--- config.mk ---
export PLATFORM = sky130hd
export DESIGN_NAME = lctvl_div_chain
export DESIGN_NICKNAME = d
export VERILOG_FILES = /design/src/sv/lctvl_div_cell.sv /design/src/sv/lctvl_div_chain.sv
export SDC_FILE = /design/constraint.sdc
export NUM_CORES = 1
export LEC_CHECK = 0
export ABC_AREA = 0
export BUFFER_PORTS_ARGS = -buffer_cell sky130_fd_sc_hd__buf_2
export CORE_UTILIZATION = 60
export CTS_BUF_LIST = sky130_fd_sc_hd__clkbuf_2
export CTS_CLUSTER_SIZE = 8
export DETAILED_ROUTE_END_ITERATION = 10
export GPL_TIMING_DRIVEN = 0
export HOLD_SLACK_MARGIN = 0.08
export PLACE_DENSITY = 0.76
export SLEW_MARGIN = 20
export SYNTH_ARGS = -nofsm -noshare
export SYNTH_HDL_FRONTEND = slang
export SYNTH_SLANG_ARGS = --single-unit
export TNS_END_PERCENT = 50
--- constraint.sdc ---
create_clock -name i_clk -period 3.7 [get_ports i_clk]
set_clock_uncertainty 0.1 [all_clocks]
set_input_delay 0.74 -clock i_clk [delete_from_list [all_inputs] [get_ports i_clk]]
set_output_delay 0.74 -clock i_clk [all_outputs]
set_load 0.1 [all_outputs]
--- src/sv/lctvl_div_cell.sv ---
// ----------------------------------------------------------------------------
// lctvl_div_cell: one restoring division step
// Takes one dividend bit into the partial remainder, subtracts the divisor
// where it fits and shifts the quotient bit in. Registers the result.
// ----------------------------------------------------------------------------
module lctvl_div_cell #(
    parameter int DW = 14,
    parameter int QW = 10,
    parameter int TW = 8
) (
    input  logic          i_clk,
    input  logic          i_rst_n,
    input  logic          i_en,
    input  logic          i_valid,
    input  logic [DW-1:0] i_rem,
    input  logic [QW-1:0] i_word,
    input  logic [DW-1:0] i_div,
    input  logic [TW-1:0] i_tag,
    output logic          o_valid,
    output logic [DW-1:0] o_rem,
    output logic [QW-1:0] o_word,
    output logic [DW-1:0] o_div,
    output logic [TW-1:0] o_tag
);

    logic          r_valid;
    logic [DW-1:0] r_rem;
    logic [QW-1:0] r_word;
    logic [DW-1:0] r_div;
    logic [TW-1:0] r_tag;
    logic [DW:0]   trial;
    logic [DW:0]   diff;
    logic          fits;
    logic [DW-1:0] n_rem;
    logic [QW-1:0] n_word;

    // Trial subtract of the divisor from the shifted remainder
    always_comb begin
        trial  = {i_rem, i_word[QW-1]};
        diff   = trial - {1'b0, i_div};
        fits   = (trial >= {1'b0, i_div});
        n_rem  = fits ? diff[DW-1:0] : trial[DW-1:0];
        n_word = {i_word[QW-2:0], fits};
    end

    // Clear the valid flag in reset, advance it when enabled
    always_ff @(posedge i_clk) begin
        if (!i_rst_n) begin
            r_valid <= 1'b0;
        end else if (i_en) begin
            r_valid <= i_valid;
        end
    end

    // Advance the working word
    always_ff @(posedge i_clk) begin
        if (i_en) begin
            r_rem  <= n_rem;
            r_word <= n_word;
            r_div  <= i_div;
            r_tag  <= i_tag;
        end
    end

    assign o_valid = r_valid;
    assign o_rem   = r_rem;
    assign o_word  = r_word;
    assign o_div   = r_div;
    assign o_tag   = r_tag;

endmodule

--- src/sv/lctvl_div_chain.sv ---
// ----------------------------------------------------------------------------
// lctvl_div_chain: pipelined unsigned divider
// A row of QW division cells, one quotient bit per cell. The dividend must be
// below the divisor shifted up by QW bits. A tag travels alongside.
// ----------------------------------------------------------------------------
module lctvl_div_chain #(
    parameter int DW = 14,
    parameter int QW = 10,
    parameter int TW = 8
) (
    input  logic             i_clk,
    input  logic             i_rst_n,
    input  logic             i_en,
    input  logic             i_valid,
    input  logic [DW+QW-1:0] i_dividend,
    input  logic [DW-1:0]    i_div,
    input  logic [TW-1:0]    i_tag,
    output logic             o_valid,
    output logic [QW-1:0]    o_quot,
    output logic [TW-1:0]    o_tag
);

    logic          c_valid [QW+1];
    logic [DW-1:0] c_rem   [QW+1];
    logic [QW-1:0] c_word  [QW+1];
    logic [DW-1:0] c_div   [QW+1];
    logic [TW-1:0] c_tag   [QW+1];

    // Split the dividend into starting remainder and shifted-in bits
    assign c_valid[0] = i_valid;
    assign c_rem[0]   = i_dividend[DW+QW-1:QW];
    assign c_word[0]  = i_dividend[QW-1:0];
    assign c_div[0]   = i_div;
    assign c_tag[0]   = i_tag;

    for (genvar k = 0; k < QW; k++) begin : g_cell
        lctvl_div_cell #(
            .DW (DW),
            .QW (QW),
            .TW (TW)
        ) u_cell (
            .i_clk   (i_clk),
            .i_rst_n (i_rst_n),
            .i_en    (i_en),
            .i_valid (c_valid[k]),
            .i_rem   (c_rem[k]),
            .i_word  (c_word[k]),
            .i_div   (c_div[k]),
            .i_tag   (c_tag[k]),
            .o_valid (c_valid[k+1]),
            .o_rem   (c_rem[k+1]),
            .o_word  (c_word[k+1]),
            .o_div   (c_div[k+1]),
            .o_tag   (c_tag[k+1])
        );
    end

    assign o_valid = c_valid[QW];
    assign o_quot  = c_word[QW];
    assign o_tag   = c_tag[QW];

endmodule

After elaboration in Yosys (flattened, before gate mapping)
Index checks and enable logic that the tools add are counted.
- word-level logic and storage cells: 76
- bits in registers: 442
- input port bits: 50
- output and inout bits: 19
- add/subtract/negate cells: 9
- multiplexer cells: 9
- magnitude comparators: 10
- operator list (kind ; count):
    >= comparator 15 x 14 -> 1 bit ; 10
    2-to-1 mux 14 bit ; 9
    subtractor 14 bit ; 9

Logic depth before layout (Yosys ltp)
Gate-level depths: netlist of run 1.
- word-level depth: 2
- gate-level depth with buffers: 12
- mapped depth without buffers: 11

Modules after synthesis
A second synthesis of run 1 with hierarchy kept.
- cells, all modules: 1770
- area total of the unflattened synthesis: 24423.4 um^2
- modules (own cells, without submodules) (module ; times used ; area an instance (um^2) ; sequential area each (um^2) ; cells an instance):
    lctvl_div_cell ; 10 ; 2442.3 ; 1401.3 ; 177

Worst setup path after synthesis of run 1
No wires, ideal clock.
- kind: input to register
- from: input i_div[1]
- to: register g_cell[0].u_cell.r_rem[10] (data pin)
- library setup time: 260 ps
- data arrival time: 2910 ps
- stages: 11
- required time: 3340 ps
- path buffers: 2
- slack: 431 ps
- path through: inv_1 -> ha_1 -> nor2b_1 -> o31a_1 -> or3_1 -> a2111oi_2 -> a21oi_1 -> o32a_1 -> buf_6 -> buf_6 -> mux2_2
- word-level cells in the longest chain between the ends: 2
- elaborated cells between the ends (all ways): 3
- classes of those cells: add/sub: 1; order compare: 1; mux: 1
- RTL lines (what ; RTL line ; source):
    start, declared ; lctvl_div_chain.sv:16 ; input logic [DW-1:0] i_div,
    >= comparator 15 x 14 -> 1 bit ; lctvl_div_cell.sv:41 ; fits = (trial >= {1'b0, i_div});
    named net g_cell[0].u_cell.fits ; lctvl_div_cell.sv:33 ; logic fits;
    2-to-1 mux 14 bit ; lctvl_div_cell.sv:42 ; n_rem = fits ? diff[DW-1:0] : trial[DW-1:0];
    named net g_cell[0].u_cell.n_rem[10] ; lctvl_div_cell.sv:34 ; logic [DW-1:0] n_rem;
    end signal, assigned ; lctvl_div_cell.sv:58 ; r_rem <= n_rem;
    end, declared ; lctvl_div_cell.sv:27 ; logic [DW-1:0] r_rem;
The timed path passes the listed nets, and every way through them passes these cells.
A chain may end at the register's enable or synchronous reset.

Final worst setup path of run 1
- from: register g_cell[6].u_cell.r_div[1]
- to: register g_cell[7].u_cell.r_rem[6] (data pin)
- word-level cells in the longest chain between the ends: 2
- elaborated cells between the ends (all ways): 3
- classes of those cells: add/sub: 1; order compare: 1; mux: 1
- RTL lines (what ; RTL line ; source):
    start, declared ; lctvl_div_cell.sv:29 ; logic [DW-1:0] r_div;
    start signal, assigned ; lctvl_div_cell.sv:60 ; r_div <= i_div;
    subtractor 14 bit / >= comparator 15 x 14 -> 1 bit (equally long branches) ; lctvl_div_cell.sv:40, lctvl_div_cell.sv:41 ;
    2-to-1 mux 14 bit (*) ; lctvl_div_cell.sv:42 ;
    named net g_cell[7].u_cell.n_rem[6] ; lctvl_div_cell.sv:34 ;
    end signal, assigned ; lctvl_div_cell.sv:58 ;
    end, declared ; lctvl_div_cell.sv:27 ;
The timed path passes the listed nets; every way through them passes the cells marked *.

==> flow_metrics.env, run 1 <==
export IMPL_status="complete, no violations"
export IMPL_drc=0
export IMPL_synth_edf_count=432
export IMPL_place_gp_congestion=0.9993
export IMPL_finalCritPeriodShare=0.9597
export IMPL_critPathKind="reg -> reg"
export IMPL_hold_path_class="in -> reg"
export IMPL_avgRoutedWirePerCell_um=16.04
export IMPL_final_cells=2370
export IMPL_synth_area_leader_cell="edfxtp_1"
export IMPL_p_leak_nw=9.813
export IMPL_startpoint_type="flop"
export IMPL_clk_path_buf_depth=3
export IMPL_setup_slack_ns=0.1492
export IMPL_cp_arrival_ns=4.21
export IMPL_hpwl_mm=26.94
export IMPL_grt_pass1_vias=13190
export IMPL_cp_max_fo=10
export IMPL_post_place_ws_ns=-0.05212
export IMPL_worstPathRequired_ns=4.36
export IMPL_final_common_cell="edfxtp_1"
export IMPL_routed_wl_mm=38.02
export IMPL_ant_nets=0
export IMPL_endpoint_kind="flop"
export IMPL_rsz0062_at_grt="no"
export IMPL_ys_flop_type="edfxtp_1"
export IMPL_yosysWarningCount=0
export IMPL_synthArstFlopShare=0
export IMPL_grt_pass1_wl_mm=61.42
export IMPL_syn_area_mm2=0.02165
export IMPL_fin_nets=2045
export IMPL_max_freq_mhz=281.6
export IMPL_area_growth_pct=11.47
export IMPL_yosysUniqueCellTypes=72
export IMPL_setup_viol=0
export IMPL_reg2regPathDepth=10
export IMPL_maxCapViolations=0
export IMPL_synth_top_cells_by_area="edfxtp_1 60%, ha_1 8.6%, mux2_2 4.5%"
export IMPL_vdd_ir_drop_max_v=0.0004446
export IMPL_coreArea_mm2=0.03557
export IMPL_nFillCells=2548
export IMPL_worst_pin_slew_ns=1.066
export IMPL_slew_headroom=0.2895
export IMPL_clock_latency_ns=1.05
export IMPL_die_w_um=192.0
export IMPL_hold_depth=4
export IMPL_gr_total_overflow=0
export IMPL_die_h_um=192.0
export IMPL_hold_violations=0
export IMPL_track_usage=0.2138
export IMPL_dr_pass1_iters=5
export IMPL_die_area_mm2=0.03684
export IMPL_cts_buffers=107
export IMPL_powerDensity_mw_per_mm2=702.4
export IMPL_initialDrtViolationCount=702
export IMPL_drive_above_1_share=0.1929
export IMPL_fin_crit_ns=3.551
export IMPL_yosysTopAreaCellShare=0.5992
export IMPL_floorplan_initialDensity=0.6086
export IMPL_antenna_found_initial=1
export IMPL_viasPerCell=5.514
export IMPL_cts_setup_buffers=0
export IMPL_ctsRootBufferMaster="clkbuf_2"
export IMPL_cts_tree="built"
export IMPL_synth_nets=1815
export IMPL_grt_max_degree=110
export IMPL_synth_avg_cell_area_um2=13.47
export IMPL_clkSlewWorstSetupHoldPaths_ns=0.11
export IMPL_dp_cells=2140
export IMPL_yosysSeqAreaShare=0.6085
export IMPL_ioPinCount=69
export IMPL_cts_sinks=442
export IMPL_final_cell_mix="432 x edfxtp_1, 178 x inv_1, 149 x ha_1, 148 x clkbuf_2, 87 x mux2_2"
export IMPL_htree_levels=3
export IMPL_finalMaxSlewViolations=0
export IMPL_synth_cells=1607
export IMPL_synth_seq_cells=442
export IMPL_port_buffers=68
export IMPL_rows=69
export IMPL_vias=13070
## worst paths after layout
kind                            slack [ns]                      start                         end
worst max-delay path                  0.15  g_cell[6].u_cell.o_div[1]   g_cell[7].u_cell.o_rem[6]
worst min-delay path                  0.25             i_dividend[23]  g_cell[0].u_cell.o_rem[13]
worst max register to register        0.15  g_cell[6].u_cell.o_div[1]   g_cell[7].u_cell.o_rem[6]
worst min register to register        0.26  g_cell[5].u_cell.o_tag[0]   g_cell[6].u_cell.o_tag[0]
## final cells by class
class / count / area [um^2] / area share
flip-flops and latches: 442 / 13170 / 0.5459
well taps: 461 / 576.8 / 0.02390
inverters: 178 / 668.1 / 0.02769
clock buffers: 147 / 735.7 / 0.03049
clock inverters: 33 / 198.9 / 0.008244
plain buffers: 37 / 242.7 / 0.01006
multi-input cells: 950 / 7584 / 0.3143
repair buffers: 121 / 950.9 / 0.03940
diodes: 1 / 2.502 / 0.0001037
## synthesized netlist by cell type, types with 10 or more instances
cell type	number
o21a_1	25
nand3_1	13
nand2b_1	20
nor2b_1	25
ha_1	149
a31oi_1	13
inv_1	178
nand2_1	57
nand4_1	19
edfxtp_1	432
xnor2_1	52
o21ai_0	74
buf_4	20
a21o_1	36
nor3_1	17
or3_1	14
nor2_1	67
o31a_1	11
mux2_2	87
mux2i_1	21
xor2_1	29
dfxtp_1	10
a21oi_1	74
a211oi_1	15
## worst max-delay path, cell delays in order, from the launching register on
cell and delay (ns):
edfxtp_1 0.43, inv_1 0.12, ha_1 0.25, nor2b_4 0.13, o31a_1 0.25, or3_1 0.38
a21oi_4 0.24, a2111oi_2 0.12, a2111oi_4 0.63, buf_6 0.25, mux2_2 0.36
## where the power goes
group	internal [mW]	switching [mW]
Sequential	6.82	0.452
Combinational	3.07	3.55
Clock	1.22	1.84
Total	11.1	5.84
## timing repair
item                                    CTS  global route
gates cloned                              0             0
endpoints found under the setup margin   12            19
resized for setup                         1             3
pin swaps                                 0             1
hold endpoints to repair                111             0
hold buffers                             49             0
## state kept, by name, indices dropped and copies added, names as in the netlist
signal	count
g_cell.u_cell.o_div	126
g_cell.u_cell.o_rem	126
g_cell.u_cell.o_tag	80
g_cell.u_cell.o_valid	10
g_cell.u_cell.o_word	100
## metrics by stage
step | area (um^2) | util | power [mW] | hold slack, ns | setup TNS [ns]
after floorplan | 21650 | - | 12.30 | 0.3003 | 0
after global placement | 22570 | 0.6344 | 13.70 | 0.3001 | -1882.37
after detailed placement | 22690 | 0.6378 | 13.89 | 0.3045 | -0.3113
after CTS | 24120 | 0.6781 | 17.07 | 0.1310 | 0
after global routing | 24130 | 0.6785 | 18.15 | 0.1638 | 0
final | 24130 | 0.6785 | 16.95 | 0.2523 | 0
## kinds of logic after synthesis
family	Yosys count	synth area share
buffers and inverters	215	0.04208
AND/OR/NAND/NOR	272	0.06467
flip-flops	442	0.6085
multiplexers	108	0.05496
AO/OA/AOI/OAI	331	0.1026
XOR/XNOR	81	0.03277
adder cells (fa/ha/maj)	158	0.09444
## per-layer routing
layer / part of all wire / wire, um / track usage / vias to the layer above
li1: - / - / - / 6509
met1: 0.39 / 14940 / 0.2263 / 6149
met2: 0.53 / 20040 / 0.3948 / 316
met3: 0.043 / 1621 / 0.04513 / 94
met4: 0.038 / 1428 / 0.1148 / 0
met5: 0 / 0 / 0 / -
Note: power is estimated with default switching activity, not from simulation.
==> run 2, diff against run 1 <==
Settings changed: RECOVER_POWER set to 50.
==> run 2 against run 1 <==
  * Largest cell class unchanged
  * Sequential cell count did not move
  * Register-to-register slack about the same
  * Critical path depth did not move
  * First-iteration DRC count decreased by 0.28%
  * The flow now finishes with violations (max-capacitance violations, max-slew violations)
==> flow_metrics.env, run 2 (synthesis results as in run 1) <==
export IMPL_p_total_mw=16.95
export IMPL_powerDensity_mw_per_mm2=703.5
export IMPL_cts_tree="built"
export IMPL_post_place_ws_ns=-0.05212
export IMPL_die_h_um=192.0
export IMPL_track_usage=0.2138
export IMPL_die_area_mm2=0.03684
export IMPL_p_switching_mw=5.841
export IMPL_ctsRootBufferMaster="clkbuf_2"
export IMPL_place_gp_congestion=0.9993
export IMPL_power_frac_seq=0.430
export IMPL_clk_path_buf_depth=3
export IMPL_violations="max-capacitance violations, max-slew violations"
export IMPL_p_leak_nw=9.766
export IMPL_vias=13080
export IMPL_status="finished with violations"
export IMPL_p_sw_frac=0.3446
export IMPL_rsz0062_at_grt="no"
export IMPL_rows=69
export IMPL_die_w_um=192.0
export IMPL_ant_nets=0
export IMPL_vdd_ir_drop_max_v=0.0004446
export IMPL_antenna_found_initial=1
export IMPL_dr_pass1_iters=7
export IMPL_grt_max_degree=110
export IMPL_htree_levels=3
export IMPL_grt_pass1_wl_mm=61.42
export IMPL_gr_total_overflow=0
export IMPL_startpoint_type="flop"
export IMPL_drive_above_1_share=0.1855
export IMPL_area_growth_pct=11.29
export IMPL_slew_headroom=-0.7328
export IMPL_placed_area_mm2=0.02269
export IMPL_hold_violations=0
export IMPL_clock_latency_ns=1.06
export IMPL_max_freq_mhz=281.6
export IMPL_final_cell_mix="432 x edfxtp_1, 178 x inv_1, 149 x clkbuf_2, 149 x ha_1, 87 x mux2_2"
export IMPL_worst_pin_slew_ns=2.599
export IMPL_finalInstanceArea_mm2=0.02409
export IMPL_port_buffers=68
export IMPL_hpwl_mm=26.94
export IMPL_fin_crit_ns=3.551
export IMPL_p_int_mw=11.11
export IMPL_nFillCells=2560
export IMPL_clkSlewWorstSetupHoldPaths_ns=0.11
export IMPL_finalSetupTns_ns=0
export IMPL_critPathKind="reg -> reg"
export IMPL_viasPerCell=5.519
export IMPL_final_util=0.6773
export IMPL_routed_wl_mm=38.02
export IMPL_cp_arrival_ns=4.20
export IMPL_endpoint_kind="flop"
export IMPL_cp_max_fo=10
export IMPL_cts_buffers=107
export IMPL_cts_setup_buffers=0
export IMPL_cts_sinks=442
export IMPL_coreArea_mm2=0.03557
export IMPL_drc=0
export IMPL_comb_power_share=0.390
export IMPL_floorplan_initialDensity=0.6086
export IMPL_setup_slack_ns=0.1494
export IMPL_worstPathRequired_ns=4.35
export IMPL_finalMaxSlewViolations=110
export IMPL_initialDrtViolationCount=700
export IMPL_avgRoutedWirePerCell_um=16.04
export IMPL_final_common_cell="edfxtp_1"
export IMPL_clockPowerShare=0.181
export IMPL_fin_nets=2045
export IMPL_finalCritPeriodShare=0.9596
export IMPL_ioPinCount=69
export IMPL_hold_path_class="in -> reg"
export IMPL_maxCapViolations=1
export IMPL_setup_viol=0
export IMPL_grt_pass1_vias=13190
==> run 2: stage by stage <==
step | instances | hold WS, ns
2_1_floorplan | 1607 | 0.3003
3_3_place_gp | 2136 | 0.3001
3_5_place_dp | 2140 | 0.3045
4_1_cts | 2369 | 0.1310
5_1_grt | 2370 | 0.1638
6_report | 2370 | 0.2507
==> run 2: area by class of cell <==
| cell class | count | area, um^2 | share of cell area |
|---|---|---|---|
| Antenna cell | 1 | 2.502 | 0.0001039 |
| Buffer | 37 | 242.7 | 0.01008 |
| Clock buffer | 147 | 735.7 | 0.03054 |
| Clock inverter | 33 | 198.9 | 0.008258 |
| Inverter | 178 | 668.1 | 0.02773 |
| Multi-Input combinational cell | 950 | 7584 | 0.3148 |
| Sequential cell | 442 | 13170 | 0.5468 |
| Tap cell | 461 | 576.8 | 0.02394 |
| Timing Repair Buffer | 121 | 910.9 | 0.03781 |
==> run 2: path summary, 6_finish.rpt <==
path	start	endpoint	slack, ns	cells after the start
setup reg to reg	g_cell[6].u_cell.o_div[1]	g_cell[7].u_cell.o_rem[8]	0.15	10
setup / recovery	g_cell[6].u_cell.o_div[1]	g_cell[7].u_cell.o_rem[8]	0.15	10
hold reg to reg	g_cell[5].u_cell.o_tag[0]	g_cell[6].u_cell.o_tag[0]	0.26	0
hold / removal	i_dividend[23]	g_cell[0].u_cell.o_rem[13]	0.25	4
==> run 2: repair_timing <==
action / CTS / global route
hold endpoints to repair: 111 / 0
hold buffers: 49 / 0
pin swaps: 0 / 1
setup endpoints to repair: 12 / 19
gates resized for setup: 1 / 3
==> run 2: per-layer routing <==
| layer | vias to the layer above | GRT usage | part of all wire |
|---|---|---|---|
| li1 | 6506 | - | - |
| met1 | 6159 | 0.2263 | 0.39 |
| met2 | 318 | 0.3948 | 0.53 |
| met3 | 96 | 0.04513 | 0.043 |
| met4 | 0 | 0.1148 | 0.038 |
| met5 | - | 0 | 0 |
==> run 2: power by group through the flow <==
| stage | Clock (mW) | Combinational (mW) | Sequential, mW |
|---|---|---|---|
| after CTS | 3.21 | 6.58 | 7.28 |
| after global placement | 0 | 6.28 | 7.42 |
| after detailed placement | 0 | 6.49 | 7.40 |
| after floorplan | 0 | 5.09 | 7.20 |
| final | 3.07 | 6.60 | 7.28 |
| after global routing | 3.47 | 7.30 | 7.38 |
==> run 2: worst max-delay path: stages, from the launching register on <==
cell and delay, ns:
edfxtp_1 0.43, inv_1 0.12, ha_1 0.25, nor2b_4 0.13
o31a_1 0.25, or3_1 0.38, a21oi_4 0.24, a2111oi_2 0.12
a2111oi_4 0.63, buf_6 0.25, mux2_2 0.35
